## src/hw/rtl/vsp_pkg.sv

```systemverilog
// vsp_pkg: shared types and constants for the variable rate sample player
// no dependencies
package vsp_pkg;

  // operation codes of an input transaction
  localparam logic [1:0] OP_WRITE   = 2'd0;
  localparam logic [1:0] OP_RESTART = 2'd1;
  localparam logic [1:0] OP_STEP    = 2'd2;

  // configuration register indexes
  localparam logic [2:0] CFG_START    = 3'd0;
  localparam logic [2:0] CFG_END      = 3'd1;
  localparam logic [2:0] CFG_FADE_IN  = 3'd2;
  localparam logic [2:0] CFG_FADE_OUT = 3'd3;
  localparam logic [2:0] CFG_RATE     = 3'd4;

  // quotient bits produced by the fade divider
  localparam int unsigned DivSteps = 24;

  // datapath operations issued by the controller
  typedef enum logic [2:0] {
    DP_NOP,
    DP_LOAD,
    DP_MUL_A,
    DP_MUL_B,
    DP_MUL_C,
    DP_MUL_D,
    DP_SUM,
    DP_DIV
  } dp_op_e;

  typedef struct packed {
    logic   take;    // input transaction accepted this cycle
    dp_op_e op;      // sequenced datapath operation
    logic   finish;  // load the output register
  } vsp_cmd_t;

endpackage

```

## src/hw/rtl/vsp_ctrl.sv

```systemverilog
// vsp_ctrl: controller state machine of the sample player
// depends on vsp_pkg
module vsp_ctrl (
  input  logic             clk_i,
  input  logic             rst_ni,
  input  logic             in_valid_i,
  output logic             in_ready_o,
  input  logic [1:0]       operation_i,
  output logic             out_valid_o,
  input  logic             out_ready_i,
  output vsp_pkg::vsp_cmd_t cmd_o
);
  import vsp_pkg::*;

  localparam logic [3:0] ST_IDLE  = 4'd0;
  localparam logic [3:0] ST_LOAD  = 4'd1;
  localparam logic [3:0] ST_MUL_A = 4'd2;
  localparam logic [3:0] ST_MUL_B = 4'd3;
  localparam logic [3:0] ST_MUL_C = 4'd4;
  localparam logic [3:0] ST_MUL_D = 4'd5;
  localparam logic [3:0] ST_SUM   = 4'd6;
  localparam logic [3:0] ST_DIV   = 4'd7;
  localparam logic [3:0] ST_FIN   = 4'd8;

  localparam int unsigned CntW = $clog2(DivSteps);

  logic [3:0]      state_q, state_d;
  logic [CntW-1:0] cnt_q, cnt_d;
  logic            out_valid_q, out_valid_d;

  assign in_ready_o  = (state_q == ST_IDLE);
  assign out_valid_o = out_valid_q;

  // next state and command decode
  always_comb begin
    state_d     = state_q;
    cnt_d       = cnt_q;
    cmd_o       = '{take: 1'b0, op: DP_NOP, finish: 1'b0};
    out_valid_d = out_valid_q & ~out_ready_i;
    unique case (state_q)
      ST_IDLE: begin
        if (in_valid_i) begin
          cmd_o.take = 1'b1;
          state_d    = (operation_i == OP_STEP) ? ST_LOAD : ST_FIN;
        end
      end
      ST_LOAD:  begin cmd_o.op = DP_LOAD;  state_d = ST_MUL_A; end
      ST_MUL_A: begin cmd_o.op = DP_MUL_A; state_d = ST_MUL_B; end
      ST_MUL_B: begin cmd_o.op = DP_MUL_B; state_d = ST_MUL_C; end
      ST_MUL_C: begin cmd_o.op = DP_MUL_C; state_d = ST_MUL_D; end
      ST_MUL_D: begin cmd_o.op = DP_MUL_D; state_d = ST_SUM;   end
      ST_SUM: begin
        cmd_o.op = DP_SUM;
        cnt_d    = '0;
        state_d  = ST_DIV;
      end
      ST_DIV: begin
        cmd_o.op = DP_DIV;
        cnt_d    = cnt_q + 1'b1;
        if (cnt_q == CntW'(DivSteps - 1)) begin
          state_d = ST_FIN;
        end
      end
      ST_FIN: begin
        if (!out_valid_q || out_ready_i) begin
          cmd_o.finish = 1'b1;
          out_valid_d  = 1'b1;
          state_d      = ST_IDLE;
        end
      end
      default: state_d = ST_IDLE;
    endcase
  end

  always_ff @(posedge clk_i or negedge rst_ni) begin
    if (!rst_ni) begin
      state_q     <= ST_IDLE;
      cnt_q       <= '0;
      out_valid_q <= 1'b0;
    end else begin
      state_q     <= state_d;
      cnt_q       <= cnt_d;
      out_valid_q <= out_valid_d;
    end
  end

endmodule

```

## config.mk

```make
export PLATFORM = sky130hd
export DESIGN_NAME = vsp_ctrl
export DESIGN_NICKNAME = d
export VERILOG_FILES = /design/src/hw/rtl/vsp_pkg.sv /design/src/hw/rtl/vsp_ctrl.sv
export SDC_FILE = /design/constraint.sdc
export NUM_CORES = 1
export LEC_CHECK = 0
export BUFFER_PORTS_ARGS = -buffer_cell sky130_fd_sc_hd__clkbuf_2
export CAP_MARGIN = 20
export CORE_AREA = 2 2 42 44
export CTS_BUF_LIST = sky130_fd_sc_hd__clkbuf_16
export DETAILED_ROUTE_END_ITERATION = 8
export DIE_AREA = 0 0 44 46
export GPL_TIMING_DRIVEN = 0
export PLACE_DENSITY = 0.57
export SETUP_SLACK_MARGIN = 0.3
export SLEW_MARGIN = 10
export SYNTH_ARGS = -nofsm -noshare
export SYNTH_HDL_FRONTEND = slang
export SYNTH_SLANG_ARGS = --single-unit
```

## constraint.sdc

```tcl
create_clock -name clk_i -period 4.3 [get_ports clk_i]
set_clock_uncertainty 0.2 [all_clocks]
set_input_delay 0.645 -clock clk_i [delete_from_list [all_inputs] [get_ports clk_i]]
set_output_delay 0.645 -clock clk_i [all_outputs]
set_load 0.01 [all_outputs]
```

# After elaboration in Yosys (flattened, before gate mapping)
# Cells that the tools add are included.
[word_totals] reg_bits=10
[classes] n_mux=13 n_addsub=1 n_reduce_logical=5 bitwise_logic=2 n_eq_ne=13
[op_table] op="$pmux W4 S9" count=1
[op_table] op="$pmux W3 S7" count=1
[op_table] op="$eq A4 B3 Y1 const B" count=4
[op_table] op="$mux W4" count=4
[op_table] op="$pmux W5 S2" count=1
[op_table] op="$eq A4 B2 Y1 const B" count=2
[op_table] op="$mux W1" count=6
[op_table] op="$ne A2 B2 Y1 const B" count=3
[op_table] op="$add A5 B1 Y5 const B" count=1
[op_table] op="$eq A5 B5 Y1 const B" count=1
[op_table] op="$eq A4 B1 Y1 const B" count=1
[op_table] op="$eq A4 B4 Y1 const B" count=1
[op_table] op="$logic_not A4 Y1" count=1
[op_table] op="$reduce_and A3 Y1" count=1
[op_table] op="$eq A2 B2 Y1 const B" count=1
[op_table] op="$reduce_bool A2 Y1" count=1
[op_table] op="$and A1 B1 Y1" count=1
[op_table] op="$logic_not A1 Y1" count=1
[op_table] op="$logic_or A1 B1 Y1" count=1
[op_table] op="$not A1 Y1" count=1

# Logic depth before layout (Yosys ltp)
# Gate-level depths: netlist (run 1).
[depth] depth_word=4 depth_mapped=5 mapped_depth_nobuf=4

# Least setup slack after synthesis (run 1)
# OpenSTA, ideal clock, no wires.
[synth_path] kind="register -> output" startpoint="register state_q[1]" endpoint="output port cmd_o[4] (netlist bit)" path_stages_with_launch=5 t_arrival_ns=1.272 setup_slack_ns=2.183 n_path_buf=1 path_cell_list="dfrtp_1 buf_2 or3_1 nor2_1 and2_1"
[synth_rtl] element="start, declared" line="vsp_ctrl.sv:27" text="logic [3:0] state_q, state_d;"
[synth_rtl] element="start signal, assigned" line="vsp_ctrl.sv:81" text="state_q <= state_d;"
[synth_rtl] element="end, declared" line="vsp_ctrl.sv:11" text="output vsp_pkg::vsp_cmd_t cmd_o"

==> flow_metrics.env, run 1 <==
export IMPL_status="complete, no violations"
export IMPL_intPower_mw=0.319
export IMPL_cts_resized=0
export IMPL_sw_frac_of_total_pct=32.6
export IMPL_wl_per_cell_um=12.5
export IMPL_leakage_nw=0.356
export IMPL_yosysSeqAreaShare_pct=42.6
export IMPL_avgSynthCellArea_um2=8.89
export IMPL_track_usage_pct=14.4
export IMPL_endpoint_kind="primary output"
export IMPL_yosysMostFrequentCell="dfrtp_1"
export IMPL_first_pass_iters=2
export IMPL_multi_input_area_um2=304
export IMPL_cp_arrival_ps=1570
export IMPL_routabilityCongestion=0.721
export IMPL_hp_class="input pin to async pin"
export IMPL_cts_tree="yes"
export IMPL_pwr_share_comb_pct=32.2
export IMPL_r2r_cells=4
export IMPL_grt_pass1_vias=458
export IMPL_clock_latency_ps=240
export IMPL_p_sw_mw=0.154
export IMPL_period_share_pct=56.1
export IMPL_max_freq_ghz=0.415
export IMPL_netlist_instances=66
export IMPL_place_area_um2=668
export IMPL_seqPwrFrac_pct=32.8
export IMPL_die_width_um=44
export IMPL_async_flop_share_pct=100
export IMPL_io_buffers=12
export IMPL_grt_pass1_wl_um=2040
export IMPL_max_slew_margin_rel_pct=76.1
export IMPL_grt_overflow_total=0
export IMPL_initial_core_util_pct=36.4
export IMPL_ys_warn_count=0
export IMPL_p_clk_share_pct=35.1
export IMPL_worst_slew_pin_slew_ps=350
export IMPL_rows=15
export IMPL_required_ps=3450
export IMPL_die_y_um=46
export IMPL_routed_wl_um=1240
export IMPL_clock_sinks=10
export IMPL_fin_area_um2=747
export IMPL_cts_setup_buffers=0
export IMPL_die_area_mm2=0.00202
export IMPL_hpwl_um=880
export IMPL_tns_ps=0
export IMPL_drt_iter0_drc=4
export IMPL_vdd_ir_drop_max_uv=214
export IMPL_start_kind="flip-flop"
export IMPL_detail_route_antenna_nets=0
export IMPL_cts_made_buffers=3
export IMPL_drc=0
export IMPL_synthTopCellsByArea="dfrtp_1 (43%), nand3_1 (7.7%), nor2b_1 (6.4%), nand2_1 (5.8%), nand3b_4 (3.4%)"
export IMPL_cellPowerDensity_mw_per_mm2=633
export IMPL_ys_ff_latch=10
export IMPL_coreArea_mm2=0.00161
export IMPL_route_vias_total=519
export IMPL_cts_buffer_depth=2
export IMPL_yosys_most_used_dff="dfrtp_1"
export IMPL_root_buffer="clkbuf_16"
export IMPL_r2r_slack_ps=2660
export IMPL_synth_fp_nets=73
export IMPL_cts_hold_fix_buffers=0
export IMPL_crit_fanout=9
export IMPL_synth_area_um2=587
export IMPL_yosysTopAreaCell="dfrtp_1"
export IMPL_synth_top_area_share_pct=42.6
export IMPL_synthTopCellsByCount="dfrtp_1 (10), nand2_1 (9), nand3_1 (9)"
export IMPL_report_final_slew_viol_count=0
export IMPL_period_minus_slack_ps=2410
export IMPL_antenna_found_initial=0
export IMPL_clk_pin_slew_ps=40
export IMPL_ff_latch_area_um2=250
export IMPL_drive_gt1_share_pct=23.2
export IMPL_fillers=160
export IMPL_grt_max_degree=11
export IMPL_io_pins=13
export IMPL_avgViaCountPerCell=5.24
export IMPL_antennaDiodeCount=0
export IMPL_timing_rr_end="state_q[0]"
export IMPL_syn2layout_area_growth_pct=27.3
export IMPL_synth_edf_count=0
export IMPL_hold_viol_final=0
export IMPL_rsz0062_at_grt="no"
export IMPL_htree_levels=1
export IMPL_worst_setup_path_type="flip-flop to primary output"
export IMPL_setup_viol=0
export IMPL_r2r_start="cnt_q[0]"
export IMPL_fin_nets=90
export IMPL_synth_distinct_cells=26
export IMPL_maxCapViolCount=0
## flip-flops by register name, summed over array words and instances, names as in the netlist
signal and cells:
cnt_q 5, out_valid_o 1, state_q 4
## per-stage QoR
stage / util [%] / power, mW / hold WS (ps) / setup WS, ps / instances
floorplan: - / 0.270 / 149 / 2180 / 66
global placement: 41.4 / 0.304 / 298 / 2160 / 95
detailed placement: 41.4 / 0.311 / 313 / 2150 / 95
CTS: 46.3 / 0.479 / 85.2 / 1890 / 99
global route: 46.3 / 0.511 / 94.1 / 1810 / 99
finish: 46.3 / 0.473 / 75.2 / 1890 / 99
## worst max-delay path: stages (launching register included)
cell	delay, ps
dfrtp_1	350
clkbuf_1	190
or3_1	400
nor2_1	130
and2_1	140
clkbuf_2	120
## power by group through the flow
stage	clock network, mW	registers (mW)	logic [mW]
2_1_floorplan	0	0.149	0.121
3_3_place_gp	0	0.153	0.151
3_5_place_dp	0	0.156	0.156
4_1_cts	0.169	0.154	0.156
5_1_grt	0.175	0.158	0.178
6_report	0.166	0.155	0.152
## cell type report
type	count	share of cell area [%]
Clock inverter	1	0.503
Sequential cell	10	33.5
Inverter	1	0.503
Clock buffer	3	10.1
Tap cell	17	2.85
Multi-Input combinational cell	50	40.7
Buffer	5	3.85
Timing Repair Buffer	12	8.04
## layer usage
| metal | part of all wire [%] | GRT usage [%] | wire length [µm] |
|---|---|---|---|
| met1 | 47 | 19.2 | 584 |
| met2 | 47 | 20.0 | 578 |
| met3 | 4.2 | 3.57 | 52 |
| met4 | 1.9 | 10.9 | 23 |
| met5 | 0 | 0 | 0 |
## layout by cell type, fill, tap and decap left out, drive strengths merged, types with 2 or more instances in the layout
master	Yosys	final
nand3b	2	2
buf	3	3
nor2	3	3
o21ai	2	2
clkbuf	2	17
nor3	2	2
dfrtp	10	10
or3	2	2
nor2b	6	6
nand2	9	9
nand3	9	9
nand2b	3	3
or4b	2	2
## worst max-delay path by stage
stage	start	cells past startpoint	end	slack, ps
detailed placement	state_q[0]	5	cmd_o[4]	2150
CTS	state_q[0]	5	cmd_o[4]	1890
floorplan	state_q[1]	4	cmd_o[4]	2180
global route	state_q[0]	5	cmd_o[4]	1810
finish	state_q[0]	5	cmd_o[4]	1890
global placement	state_q[0]	5	cmd_o[4]	2160
## kinds of logic after synthesis
| family | after synthesis | share of synthesized area [%] |
|---|---|---|
| AND/OR/NAND/NOR | 40 | 39.4 |
| flip-flops | 10 | 42.6 |
| AO/OA/AOI/OAI | 9 | 10.2 |
| buffers and inverters | 6 | 5.54 |
| adder cells (fa/ha/maj) | 1 | 2.13 |
Power figures use the tool's default switching activity.
==> run 2: changes to the inputs <==
==> constraint.sdc (replaced) <==
create_clock -name clk_i -period 2.3 [get_ports clk_i]
set_clock_uncertainty 0.2 [all_clocks]
set_input_delay 0.345 -clock clk_i [delete_from_list [all_inputs] [get_ports clk_i]]
set_output_delay 0.345 -clock clk_i [all_outputs]
set_load 0.01 [all_outputs]
==> flow_metrics.env, run 2 (synthesis gave the netlist of run 1 again) <==
export IMPL_final_cell_mix="dfrtp_1 (10), clkbuf_2 (10), nand2_1 (9), nand3_1 (9), nor2b_1 (6)"
export IMPL_max_slew_margin_rel_pct=68.3
export IMPL_min_delay_start="out_ready_i"
export IMPL_p_clk_share_pct=33.7
export IMPL_grt_pass1_wl_um=2170
export IMPL_htree_levels=1
export IMPL_registers_top_by_ff_count="cnt_q"
export IMPL_first_pass_iters=4
export IMPL_crit_fanout=2
export IMPL_cpMaxStageDelayCell="or3_4"
export IMPL_clock_sinks=10
export IMPL_leakage_nw=0.389
export IMPL_drc=0
export IMPL_die_width_um=44
export IMPL_drive_gt1_share_pct=31.0
export IMPL_r2r_slack_ps=650
export IMPL_period_share_pct=86.6
export IMPL_antenna_found_initial=0
export IMPL_intPower_mw=0.623
export IMPL_slowest_delay_ps=380
export IMPL_period_minus_slack_ps=1990
export IMPL_dp_slack_ps=448
export IMPL_vdd_ir_drop_max_uv=385
export IMPL_required_ps=1750
export IMPL_hold_path_end="out_valid_o"
export IMPL_hp_class="input pin to flip-flop"
export IMPL_fin_ws_ps=308
export IMPL_die_y_um=46
export IMPL_r2r_start="cnt_q[0]"
export IMPL_seqPwrFrac_pct=31.2
export IMPL_syn2layout_area_growth_pct=39.9
export IMPL_fin_nets=95
export IMPL_worstPathCellList="clkbuf_8 -> or3_4 -> nor2_4 -> and2_1 -> buf_2"
export IMPL_cp_arrival_ps=1450
export IMPL_cts_tree="yes"
export IMPL_sw_frac_of_total_pct=32.6
export IMPL_root_buffer="clkbuf_16"
export IMPL_track_usage_pct=15.3
export IMPL_routabilityCongestion=0.721
export IMPL_io_buffers=12
export IMPL_grt_pass1_vias=488
export IMPL_pwr_share_comb_pct=35.1
export IMPL_clk_pin_slew_ps=40
export IMPL_die_area_mm2=0.00202
export IMPL_grt_overflow_total=0
export IMPL_max_freq_ghz=0.502
export IMPL_detail_route_antenna_nets=0
export IMPL_hold_viol_final=0
export IMPL_place_area_um2=668
export IMPL_worst_setup_path_type="flip-flop to primary output"
export IMPL_drt_iter0_drc=1
export IMPL_cellPowerDensity_mw_per_mm2=1130
export IMPL_start_kind="flip-flop"
export IMPL_wl_per_cell_um=12.9
export IMPL_tns_ps=0
export IMPL_r2r_cells=4
export IMPL_grt_max_degree=11
export IMPL_setup_viol=0
export IMPL_rows=15
export IMPL_cts_buffer_depth=2
export IMPL_initial_core_util_pct=36.4
export IMPL_antennaDiodeCount=0
export IMPL_coreArea_mm2=0.00161
export IMPL_timing_rr_end="state_q[0]"
export IMPL_routed_wl_um=1340
export IMPL_endpoint_kind="primary output"
export IMPL_hpwl_um=880
export IMPL_largest_reg_flops=5
export IMPL_fin_area_um2=821
export IMPL_io_pins=13
export IMPL_route_vias_total=540
export IMPL_report_final_slew_viol_count=0
export IMPL_clock_latency_ps=240
export IMPL_worst_slew_pin_slew_ps=476
export IMPL_rsz0062_at_grt="yes"
export IMPL_cts_made_buffers=3
export IMPL_p_sw_mw=0.302
export IMPL_finalPower_mw=0.925
export IMPL_avgViaCountPerCell=5.19
export IMPL_maxCapViolCount=0
export IMPL_whs_path_depth=3
export IMPL_status="complete, no violations"
[run 2: area by class of cell]
type,instances,area (µm²)
Buffer,5,45.0
Clock buffer,3,75.1
Clock inverter,1,3.75
Fill cell,157,793
Inverter,1,3.75
Multi-Input combinational cell,50,322
Sequential cell,10,250
Tap cell,17,21.3
Timing Repair Buffer,17,100
[run 2: per-layer routing]
metal  GRT usage, %  vias to the layer above  share of wire, %
met1           20.4                      253                49
li1               -                      276                 -
met5              0                        -                 0
met2           21.5                        7                47
met4           10.9                        0               1.6
met3           3.57                        4               2.5
[run 2: how the worst max path moves through the flow]
stage / end / startpoint / slack, ps
after floorplan: cmd_o[4] / state_q[1] / 480
after global placement: cmd_o[4] / state_q[0] / 460
after detailed placement: cmd_o[4] / state_q[0] / 450
after CTS: cmd_o[4] / state_q[0] / 270
after global routing: cmd_o[4] / state_q[2] / 250
final: cmd_o[4] / state_q[0] / 310
[run 2: what timing repair did]
item / 4_1_cts / 5_1_grt
hold buffers: 1 / 0
gates cloned: 0 / 0
endpoints found under the setup margin: 1 / 2
resized for setup: 8 / 3
buffers inserted: 3 / 1
pin swaps: 3 / 4
endpoints found under the hold margin: 10 / 0
[run 2: critical path, delay by kind of cell, from the launching register on]
kind / cells / cell delay (ps)
and+or+nand+nor: 3 / 590
DFF: 1 / 370
buffers and inverters: 2 / 250
[run 2: power groups by stage]
stage / Combinational (mW) / Clock [mW] / Sequential [mW]
floorplan: 0.226 / 0 / 0.278
global placement: 0.282 / 0 / 0.287
detailed placement: 0.291 / 0 / 0.291
global route: 0.372 / 0.327 / 0.295
finish: 0.325 / 0.311 / 0.289
CTS: 0.326 / 0.316 / 0.288
[run 2: per-stage QoR]
stage	std cells	util (%)	hold WS, ps
6_report	104	50.9	216
5_1_grt	104	50.9	241
4_1_cts	103	50.1	212
3_5_place_dp	95	41.4	36.0
3_3_place_gp	95	41.4	37.0
2_1_floorplan	66	-	-151
==> run 3: changes to the inputs <==
--- a/config.mk
+++ b/config.mk
@@ -5,14 +5,14 @@
 export SDC_FILE = /design/constraint.sdc
 export NUM_CORES = 1
 export LEC_CHECK = 0
-export BUFFER_PORTS_ARGS = -buffer_cell sky130_fd_sc_hd__clkbuf_2
-export CAP_MARGIN = 20
+export CAP_MARGIN = 25
 export CORE_AREA = 2 2 42 44
 export CTS_BUF_LIST = sky130_fd_sc_hd__clkbuf_16
 export DETAILED_ROUTE_END_ITERATION = 8
 export DIE_AREA = 0 0 44 46
+export DONT_BUFFER_PORTS = 1
 export GPL_TIMING_DRIVEN = 0
-export PLACE_DENSITY = 0.57
+export PLACE_DENSITY = 0.5
 export SETUP_SLACK_MARGIN = 0.3
 export SLEW_MARGIN = 10
 export SYNTH_ARGS = -nofsm -noshare
==> flow_metrics.env, run 3 (synthesis gave the netlist of run 1 again) <==
export IMPL_status="complete, no violations"
export IMPL_die_area_mm2=0.00202
export IMPL_place_inst=83
export IMPL_max_slew_margin_rel_pct=66.4
export IMPL_hold_viol_final=0
export IMPL_worst_slew_pin_slew_ps=502
export IMPL_worstPathCellList="clkbuf_8 -> or3_4 -> nor2_4 -> and2_4"
export IMPL_setup_viol=0
export IMPL_final_common_cell="dfrtp_1"
export IMPL_detail_route_antenna_nets=0
export IMPL_die_y_um=46
export IMPL_largest_reg_flops=5
export IMPL_grt_overflow_total=0
export IMPL_cellPowerDensity_mw_per_mm2=1200
export IMPL_antennaDiodeCount=0
export IMPL_critical_path_top_delay_family="simple AND/OR/NAND/NOR gates"
export IMPL_drc=0
export IMPL_cts_made_buffers=3
export IMPL_start_kind="flip-flop"
export IMPL_grt_pass1_vias=432
export IMPL_track_usage_pct=13.6
export IMPL_htree_levels=1
export IMPL_worst_setup_path_type="flip-flop to primary output"
export IMPL_routabilityCongestion=0.689
export IMPL_maxCapViolCount=0
export IMPL_cpMaxStageDelayCell="or3_4"
export IMPL_grt_max_degree=11
export IMPL_antenna_found_initial=0
export IMPL_crit_fanout=2
export IMPL_path_buf_inv=1
export IMPL_grt_pass1_wl_um=1970
export IMPL_cts_tree="yes"
export IMPL_clk_pin_slew_ps=40
export IMPL_period_share_pct=85.2
export IMPL_max_freq_ghz=0.510
export IMPL_routed_wl_um=1170
export IMPL_final_util_pct=47.0
export IMPL_coreArea_mm2=0.00161
export IMPL_rows=15
export IMPL_finalNonFillerCells=92
export IMPL_drive_gt1_share_pct=20.0
export IMPL_io_pins=13
export IMPL_syn2layout_area_growth_pct=29.2
export IMPL_required_ps=1750
export IMPL_wl_per_cell_um=12.7
export IMPL_vdd_ir_drop_max_uv=582
export IMPL_fin_nets=83
export IMPL_leakage_nw=0.339
export IMPL_cts_buffer_depth=2
export IMPL_clock_sinks=10
export IMPL_rsz0062_at_grt="no"
export IMPL_endpoint_kind="primary output"
export IMPL_io_buffers=0
export IMPL_report_final_slew_viol_count=0
export IMPL_clock_latency_ps=240
export IMPL_hpwl_um=790
export IMPL_route_vias_total=484
export IMPL_cp_arrival_ps=1410
export IMPL_drt_iter0_drc=6
export IMPL_root_buffer="clkbuf_16"
export IMPL_fin_hold_ws_ps=127
export IMPL_initial_core_util_pct=36.4
export IMPL_hp_class="input pin to flip-flop"
export IMPL_avgViaCountPerCell=5.26
export IMPL_tns_ps=0
export IMPL_first_pass_iters=4
export IMPL_slowest_delay_ps=390
export IMPL_period_minus_slack_ps=1960
export IMPL_die_width_um=44
export IMPL_final_cell_mix="dfrtp_1 (10), nand2_1 (9), nand3_1 (9), nor2b_1 (6), buf_4 (4)"
export IMPL_registers_top_by_ff_count="cnt_q"
-- run 3: cell count changes in the layout (fill, tap and decap cells not counted) --
cell | before | now
clkbuf_2 | 10 | 0
buf_2 | 3 | 1
and2_1 | 1 | 0
and2_4 | 0 | 1
nor3_1 | 1 | 2
nor3_2 | 1 | 0
-- run 3: path summary, 6_finish.rpt --
kind / start / to / slack [ps] / cells after the start
worst max register to register: cnt_q[0] / state_q[0] / 650 / 4
worst max-delay path: state_q[0] / cmd_o[4] / 340 / 4
worst min register to register: cnt_q[1] / cnt_q[1] / 320 / 2
worst min-delay path: out_ready_i / out_valid_o / 130 / 2
max in group asynchronous: rst_ni / cnt_q[2] / 1250 / 1
min in group asynchronous: rst_ni / state_q[1] / 320 / 1
-- run 3: report_power, final --
| group | internal, mW | switching [mW] |
|---|---|---|
| sequential | 0.236 | 0.0503 |
| clock | 0.228 | 0.0816 |
| combinational | 0.151 | 0.160 |
-- run 3: worst reg2reg max path: stages, from the launching register on --
cell       delay (ps)
dfrtp_1           400
ha_1              240
nand4b_1          170
nand2_1           100
a2111oi_0         400
-- run 3: area by class of cell --
type | instances | area [µm²]
plain buffers | 5 | 45.0
clock buffers | 3 | 75.1
clock inverters | 1 | 3.75
fillers | 162 | 856
inverters | 1 | 3.75
multi-input cells | 50 | 319
flip-flops and latches | 10 | 250
well taps | 17 | 21.3
repair buffers | 5 | 40.0
-- run 3: repair_timing --
item | in CTS | in global routing
pin swaps | 3 | 2
endpoints found under the setup margin | 1 | 1
endpoints found under the hold margin | 10 | 0
hold buffers | 1 | 0
buffers inserted | 2 | 2
resized for setup | 8 | 1
-- run 3: layer usage --
metal	vias to the layer above	global-route usage, %	routed length (µm)
met5	-	0	0
met1	224	17.8	581
met4	0	5.45	14
li1	252	-	-
met3	2	4.37	40
met2	6	20.6	533
-- run 3: metrics by stage --
step | power (mW) | cell area, µm² | worst slack (ps)
2_1_floorplan | 0.504 | 587 | 483
3_3_place_gp | 0.553 | 608 | 384
3_5_place_dp | 0.557 | 608 | 391
4_1_cts | 0.903 | 739 | 310
5_1_grt | 0.977 | 758 | 304
6_report | 0.907 | 758 | 340
